`src/rtl/spd_pkg.sv`:
```
// ----------------------------------------------------------------------------
// spd_pkg: shared types and constants for the spherical point distance block
// Item formats, fixed-point constants and pipeline latencies.
// ----------------------------------------------------------------------------
package spd_pkg;

  // Q30 fixed-point unity and rounding half bit
  localparam logic [30:0] OneQ30  = 31'h4000_0000;
  localparam logic [63:0] HalfQ30 = 64'h0000_0000_2000_0000;
  // pi in Q30, rounded
  localparam logic [63:0] PiQ30   = 64'd3373259426;

  // Horner steps of the sine series, k = 7 down to 1
  localparam int unsigned HornerSteps = 7;
  // divisors 2k(2k+1)
  localparam logic [7:0]  HornerDiv [HornerSteps] = '{
    8'd210, 8'd156, 8'd110, 8'd72, 8'd42, 8'd20, 8'd6
  };
  // floor(2^34 / divisor)
  localparam logic [31:0] HornerRecip [HornerSteps] = '{
    32'd81808900, 32'd110127366, 32'd156180628, 32'd238609294,
    32'd409044504, 32'd858993459, 32'd2863311530
  };

  // pipeline latencies in cycles
  localparam int unsigned SineLat  = 25;
  localparam int unsigned IsqrtLat = 32;

  // one input item: two points
  typedef struct packed {
    logic        [30:0] first_rho;
    logic        [31:0] first_theta;
    logic signed [31:0] first_phi;
    logic        [30:0] second_rho;
    logic        [31:0] second_theta;
    logic signed [31:0] second_phi;
  } spd_item_t;

  // one result item
  typedef struct packed {
    logic signed [31:0] cosine_between;
    logic signed [63:0] dot_product;
    logic        [63:0] distance_squared;
    logic        [31:0] distance;
  } spd_result_t;

  // signed Q30 sine as magnitude and sign
  typedef struct packed {
    logic [30:0] mag;
    logic        neg;
  } spd_sine_t;

endpackage

```
`src/rtl/spd_isqrt.sv`:
```
// ----------------------------------------------------------------------------
// spd_isqrt: pipelined 64-bit integer square root
// Bit by bit root, one compare and subtract per stage, IsqrtLat stages.
// ----------------------------------------------------------------------------
module spd_isqrt import spd_pkg::*; (
  input  logic        clk_i,
  input  logic        rst_ni,
  input  logic        valid_i,
  input  logic [63:0] n_i,
  output logic        valid_o,
  output logic [31:0] root_o
);

  logic        vs [IsqrtLat+1];
  logic [63:0] ns [IsqrtLat+1];
  logic [63:0] rs [IsqrtLat+1];

  assign vs[0] = valid_i;
  assign ns[0] = n_i;
  assign rs[0] = '0;

  for (genvar i = 0; i < IsqrtLat; i++) begin : g_bit
    localparam logic [63:0] Bit = 64'd1 << (62 - 2 * i);

    logic        v_q;
    logic [63:0] n_q, r_q;
    logic [63:0] trial;

    assign trial = rs[i] + Bit;

    always_ff @(posedge clk_i or negedge rst_ni) begin
      if (!rst_ni) begin
        v_q <= 1'b0;
      end else begin
        v_q <= vs[i];
      end
    end

    // keep the bit where the remainder allows it
    always_ff @(posedge clk_i) begin
      if (ns[i] >= trial) begin
        n_q <= ns[i] - trial;
        r_q <= (rs[i] >> 1) + Bit;
      end else begin
        n_q <= ns[i];
        r_q <= rs[i] >> 1;
      end
    end

    assign vs[i+1] = v_q;
    assign ns[i+1] = n_q;
    assign rs[i+1] = r_q;
  end

  assign valid_o = vs[IsqrtLat];
  assign root_o  = rs[IsqrtLat][31:0];

endmodule

```
`config.mk`:
```
export PLATFORM = sky130hd
export DESIGN_NAME = spd_isqrt
export DESIGN_NICKNAME = d
export VERILOG_FILES = /design/src/rtl/spd_pkg.sv /design/src/rtl/spd_isqrt.sv
export SDC_FILE = /design/constraint.sdc
export NUM_CORES = 2
export LEC_CHECK = 0
export BUFFER_PORTS_ARGS = -buffer_cell sky130_fd_sc_hd__clkbuf_2
export CORE_MARGIN = 2
export CORE_UTILIZATION = 25
export CTS_CLUSTER_DIAMETER = 100
export DETAILED_ROUTE_END_ITERATION = 12
export PLACE_DENSITY = 0.41
export SETUP_SLACK_MARGIN = 0.05
export SLEW_MARGIN = 20
export SYNTH_ARGS = -nofsm -noshare
export SYNTH_HDL_FRONTEND = slang
export SYNTH_SLANG_ARGS = --single-unit
```
`constraint.sdc`:
```
create_clock -name clk_i -period 4.4 [get_ports clk_i]
set_input_delay 0.22 -clock clk_i [delete_from_list [all_inputs] [get_ports clk_i]]
set_output_delay 0.22 -clock clk_i [all_outputs]
set_load 0.01 [all_outputs]
```
## Word level (Yosys, flattened, before mapping)

Index checks and enable logic that the tools add are counted.

- Flip-flop bits (word level): 4,031
- Input bits: 67
- Output and inout bits: 33
- Word-level logic and storage cells: 313

- Add/sub/neg operators: 93
- Magnitude comparators: 32
- Muxes and demuxes: 63

Operators by type and width:

| cell | number |
|---|---|
| 64-bit greater-or-equal comparator | 31 |
| 64-bit 2-to-1 mux | 31 |
| 63-bit 2-to-1 mux | 31 |
| 64-bit subtractor | 30 |
| 63-bit by 11-bit adder with 64-bit output (second input constant) | 1 |
| 63-bit by 13-bit adder with 64-bit output (second input constant) | 1 |
| 63-bit by 15-bit adder with 64-bit output (second input constant) | 1 |
| 63-bit by 17-bit adder with 64-bit output (second input constant) | 1 |
| 63-bit by 19-bit adder with 64-bit output (second input constant) | 1 |
| 63-bit by 21-bit adder with 64-bit output (second input constant) | 1 |
| 63-bit by 23-bit adder with 64-bit output (second input constant) | 1 |
| 63-bit by 25-bit adder with 64-bit output (second input constant) | 1 |
| 63-bit by 27-bit adder with 64-bit output (second input constant) | 1 |
| 63-bit by 29-bit adder with 64-bit output (second input constant) | 1 |
| 63-bit by 3-bit adder with 64-bit output (second input constant) | 1 |
| 63-bit by 31-bit adder with 64-bit output (second input constant) | 1 |
| 63-bit by 33-bit adder with 64-bit output (second input constant) | 1 |
| 63-bit by 35-bit adder with 64-bit output (second input constant) | 1 |
| 63-bit by 37-bit adder with 64-bit output (second input constant) | 1 |
| 63-bit by 39-bit adder with 64-bit output (second input constant) | 1 |
| 63-bit by 41-bit adder with 64-bit output (second input constant) | 1 |
| 63-bit by 43-bit adder with 64-bit output (second input constant) | 1 |
| 63-bit by 45-bit adder with 64-bit output (second input constant) | 1 |
| 63-bit by 47-bit adder with 64-bit output (second input constant) | 1 |
| other kinds (45) | 45 |

## Depth between registers and ports, before layout

- Word-level depth: 3
- Gate-level depth with buffers: 15
- Mapped depth without buffers: 13

## Worst setup path before layout

OpenSTA, ideal clock, no wires.

- Path type: register -> register
- Start point: reg g_bit[24].n_q[50]
- End point: reg g_bit[25].n_q[57]
- Library setup time: 0.134 ns
- Arrival time: 3.430 ns
- Required time: 4.266 ns
- Slack: 0.836 ns
- Stages on the path, launching flop included: 11
- Buffers on the path: 0
- Period minus slack after synthesis: 3.564 ns
- Cell sequence: dfxtp_1 > or4_4 > or4_1 > or3_1 > or4_1 > a2111o_1 > nor4b_4 > nor4_1 > nand2_2 > nor4_1 > xor2_1

- Longest elaborated chain between the ends: 2
- Elaborated cells on any way between the ends: 3
- Classes of those cells: add/sub: 1; order compare: 1; mux: 1

RTL lines:

| item | line | RTL |
|---|---|---|
| start, declared | spd_isqrt.sv:26 | `logic [63:0] n_q, r_q;` |
| start signal, assigned | spd_isqrt.sv:42 | `n_q <= ns[i] - trial;` |
| start signal, assigned | spd_isqrt.sv:45 | `n_q <= ns[i];` |
| 64-bit subtractor or 64-bit greater-or-equal comparator (tied branches) | spd_isqrt.sv:42, spd_isqrt.sv:41 |  |
| 64-bit 2-to-1 mux (*) | spd_isqrt.sv:41 | `if (ns[i] >= trial) begin` |
| end signal, assigned | spd_isqrt.sv:42 |  |
| end signal, assigned | spd_isqrt.sv:45 |  |
| end, declared | spd_isqrt.sv:26 |  |

Mark *: on every way between the ends. The rest lies on a longest branch, timed or not.
A chain may end at the register's enable or synchronous reset.

## Final worst setup path

- Start point: reg g_bit[28].r_q[9]
- End point: reg g_bit[29].n_q[50]

- Longest elaborated chain between the ends: 3
- Elaborated cells on any way between the ends: 4
- Classes of those cells: add/sub: 2; order compare: 1; mux: 1

RTL lines:

| item | line | RTL |
|---|---|---|
| start, declared | spd_isqrt.sv:26 |  |
| start signal, assigned | spd_isqrt.sv:43 | `r_q <= (rs[i] >> 1) + Bit;` |
| start signal, assigned | spd_isqrt.sv:46 | `r_q <= rs[i] >> 1;` |
| 64-bit by 5-bit adder with 64-bit output (*) | spd_isqrt.sv:29 | `assign trial = rs[i] + Bit;` |
| 64-bit subtractor or 64-bit greater-or-equal comparator (tied branches) | spd_isqrt.sv:42, spd_isqrt.sv:41 |  |
| 64-bit 2-to-1 mux (*) | spd_isqrt.sv:41 |  |
| end signal, assigned | spd_isqrt.sv:42 |  |
| end signal, assigned | spd_isqrt.sv:45 |  |
| end, declared | spd_isqrt.sv:26 |  |

Marks and branches as above.

==> flow_metrics.py <==
metrics = {
    "run_status": {
        "status": "complete, no violations",
    },
    "min_path": {
        "hold_class": "in -> reg",
        "hold_path.startpoint": "n_i[62]",
    },
    "yosys": {
        "yosysSeqAreaShare": 0.5355,
        "synthSimpleGateAreaFrac": 0.1494,
        "synth-async-reset-ratio": 0.01258,
        "synth.most_common_cell": "dfxtp_1",
        "ys_ff_latch": 2544,
        "synth_adder_area_share": 0.07318,
        "avgSynthCellArea_um2": 9.969,
        "syn_area_mm2": 0.09540,
        "synthMuxAreaShare": 0.006348,
        "synth_common_cells": "2512 x dfxtp_1, 681 x inv_1, 667 x nand2_1",
        "synth_fp_nets": 10200,
        "synth_area_leader_cell": "dfxtp_1",
        "synth_enable_flop_cells": 0,
        "synth_xor_xnor_area_share": 0.08189,
        "synth_cells": 9570,
        "synth.distinct_cells": 85,
        "synthTopCellsByArea": "dfxtp_1 53%, ha_1 7.3%, xnor2_1 4.1%, xor2_1 4.1%, a21oi_1 3.1%",
        "synth_ff_type": "dfxtp_1",
        "synth_compound_gate_area_share": 0.1194,
        "synth_top_area_share": 0.5271,
        "yosys_warnings": 0,
        "synth_top_family_by_area": "simple AND/OR/NAND/NOR gates",
    },
    "floorplan": {
        "rows": 226,
        "core_mm2": 0.3795,
        "die_w_um": 621.8,
        "start_util": 0.2514,
        "die_y_um": 621.8,
        "ios": 100,
        "dieArea_mm2": 0.3866,
    },
    "route": {
        "first_pass_iters": 5,
        "drc_errors": 0,
        "via_per_inst": 4.461,
        "ant_nets": 0,
        "first_iter_violations": 3232,
        "routed_wirelength_um": 290300,
        "wl_per_cell_um": 18.96,
        "via_count": 68290,
    },
    "power_and_ir_drop": {
        "p_clk_frac": 0.333,
        "ir_drop_mv": 0.3666,
        "powerDensity_mw_per_mm2": 667.1,
        "p_sw_frac": 0.3287,
        "p_leak_nw": 50.86,
        "seqPwrFrac": 0.435,
        "p_switching_mw": 25.07,
        "p_comb_frac": 0.233,
        "p_int_mw": 51.20,
    },
    "critical_path": {
        "rr_worst_depth": 13,
        "setup.reg_to_reg.worst_slack_ns": 0.30,
        "max_stage_delay_ns": 0.80,
        "start_kind": "flop",
        "critPathCaptureType": "flop",
        "r2r_end": "g_bit[29].n_q[50]",
        "critPathLaunch": "g_bit[28].r_q[9]",
        "slowest_stage": "a2111oi_0",
        "critical_path_required_ns": 5.14,
        "crit_chain": "inv_1 > ha_1 > nand4_1 > a2111oi_0 > a211oi_1 > o2111a_1 > o31a_1 > o2bb2ai_1 > o31a_1 > buf_4 > nand3_1 > nor3_1 > xor2_1",
        "critPathMaxFanout": 6,
        "crit_path_frequent_cell": "o31a_1",
        "crit_end": "g_bit[29].n_q[50]",
        "critPathKind": "reg -> reg",
        "crit-reg2reg-launch": "g_bit[28].r_q[9]",
        "worst-endpoint-arrival_ns": 4.84,
    },
    "clock_network": {
        "cts_tree": "done",
        "cts_buffer_depth": 4,
        "cts_root_buf": "clkbuf_16",
        "cts.sinks": 2544,
        "clk_latency_ns": 0.93,
        "htree_levels": 5,
        "cts_buffers": 288,
        "clkTransAtPathRegs_ns": 0.06,
    },
    "global_route": {
        "grt_max_degree": 59,
        "grtUsageTotal": 0.1458,
        "antenna_found_initial": 1,
        "grt_overflow": 0,
        "grt_pass1_vias": 71050,
        "grt_first_pass_wirelength_um": 437100,
    },
    "timing": {
        "worst_pin_slew_ns": 1.068,
        "fin_skew_ns": 0.08049,
        "finalCritPeriodShare": 0.9321,
        "max_slew_margin": 0.2805,
        "fin_ws_ns": 0.2986,
        "drv_slew": 0,
        "hold_ws_ns": 0.2188,
        "finalSetupViolCount": 0,
        "rsz0062_at_grt": "no",
        "layout_min_cycle_time_ns": 4.101,
        "finalHoldViolations": 0,
        "max_freq_mhz": 243.8,
    },
    "placement": {
        "dpl.hpwl_um": 233200,
        "dp_slack_ns": -0.4778,
        "port_buffers": 99,
        "gp_congestion": 0.8842,
    },
    "final_layout": {
        "areaGrowthSynthToFinish_pct": 19.85,
        "layout.nets": 10680,
        "fill_cells": 39320,
        "drive_above_1_share": 0.08407,
    },
    "flow_run": {
        "cap_violations": 0,
    },
}
[power by group through the flow]
stage	clock network, mW	registers (mW)	logic, mW
after global placement	0	33.7	17.6
after detailed placement	0	33.7	17.7
after CTS	26.2	33.3	17.9
final	25.4	33.1	17.7
after floorplan	0	31.2	13.0
after global routing	27.1	33.7	19.8
[through the flow]
step | std cells | power [mW] | instance area, um2 | TNS [ns] | util
2_1_floorplan | 9570 | 44.16 | 95400 | 0 | -
3_3_place_gp | 14650 | 51.37 | 102700 | -67.06 | 0.2708
3_5_place_dp | 14650 | 51.43 | 102800 | -1.950 | 0.2708
4_1_cts | 15300 | 77.34 | 114300 | 0 | 0.3012
5_1_grt | 15310 | 80.60 | 114300 | 0 | 0.3013
6_report | 15310 | 76.27 | 114300 | 0 | 0.3013
[per-layer routing]
layer | share of wire | global-route usage | routed length, um
met2 | 0.53 | 0.2831 | 154000
met5 | 0 | 0 | 0
met4 | 0.052 | 0.07177 | 15180
met3 | 0.028 | 0.01685 | 8110
met1 | 0.39 | 0.1539 | 113100
[cell families after synthesis]
logic type / count (synthesis)
xor gates and xnor gates: 892
muxes: 55
DFF: 2544
adders and majority gates: 558
AOI/OAI and AO/OA: 1855
buffers and inverters: 871
and+or+nand+nor: 2795
[what timing repair did]
action,4_1_cts,5_1_grt
setup buffers,0,1
gates resized for setup,6,3
hold buffers,133,0
hold endpoints to repair,98,0
setup endpoints to repair,22,19
pin swaps,0,1
[flip-flops by register name, summed over array words and instances (netlist names)]
signal	count
g_bit.n_q	1984
g_bit.r_q	528
g_bit.v_q	31
valid_o	1
[how the worst min path moves through the flow]
stage                        to  cells after the start
3_5_place_dp       g_bit[0].v_q                      1
6_report       g_bit[0].n_q[62]                      4
2_1_floorplan      g_bit[0].v_q                      0
5_1_grt        g_bit[0].n_q[62]                      4
4_1_cts        g_bit[0].n_q[62]                      4
3_3_place_gp       g_bit[0].v_q                      1
[critical path, delay by kind of cell, from the launching register on]
kind | cells | cell delay (ns)
AND/OR/NAND/NOR | 3 | 0.45
AO/OA/AOI/OAI | 6 | 2.48
buffers and inverters | 2 | 0.23
adder cells (fa/ha/maj) | 1 | 0.36
flip-flops | 1 | 0.32
XOR/XNOR | 1 | 0.15
[cell usage in the layout (no fill, tap or decap), types with 164 or more instances in the layout]
master and count:
xor2_1 445, ha_1 558, nand2_1 667, nor3_1 249, xnor2_1 447, nand4_1 164, a21oi_1 596, inv_1 681
dfxtp_1 2512, a21o_1 234, o21ai_0 506, clkbuf_16 291, nor2_1 609, nor4_1 329
[layout make-up]
class,count,area [um2],area share
clock inverter,124,1896,0.01658
multi-input combinational,6155,41200,0.3603
sequential,2544,51090,0.4468
timing repair buffer,385,3020,0.02642
inverter,685,2571,0.02249
antenna,5,12.51,0.0001094
tap,5016,6276,0.05489
clock buffer,396,8277,0.07239
(Power assumes the default switching activity.)
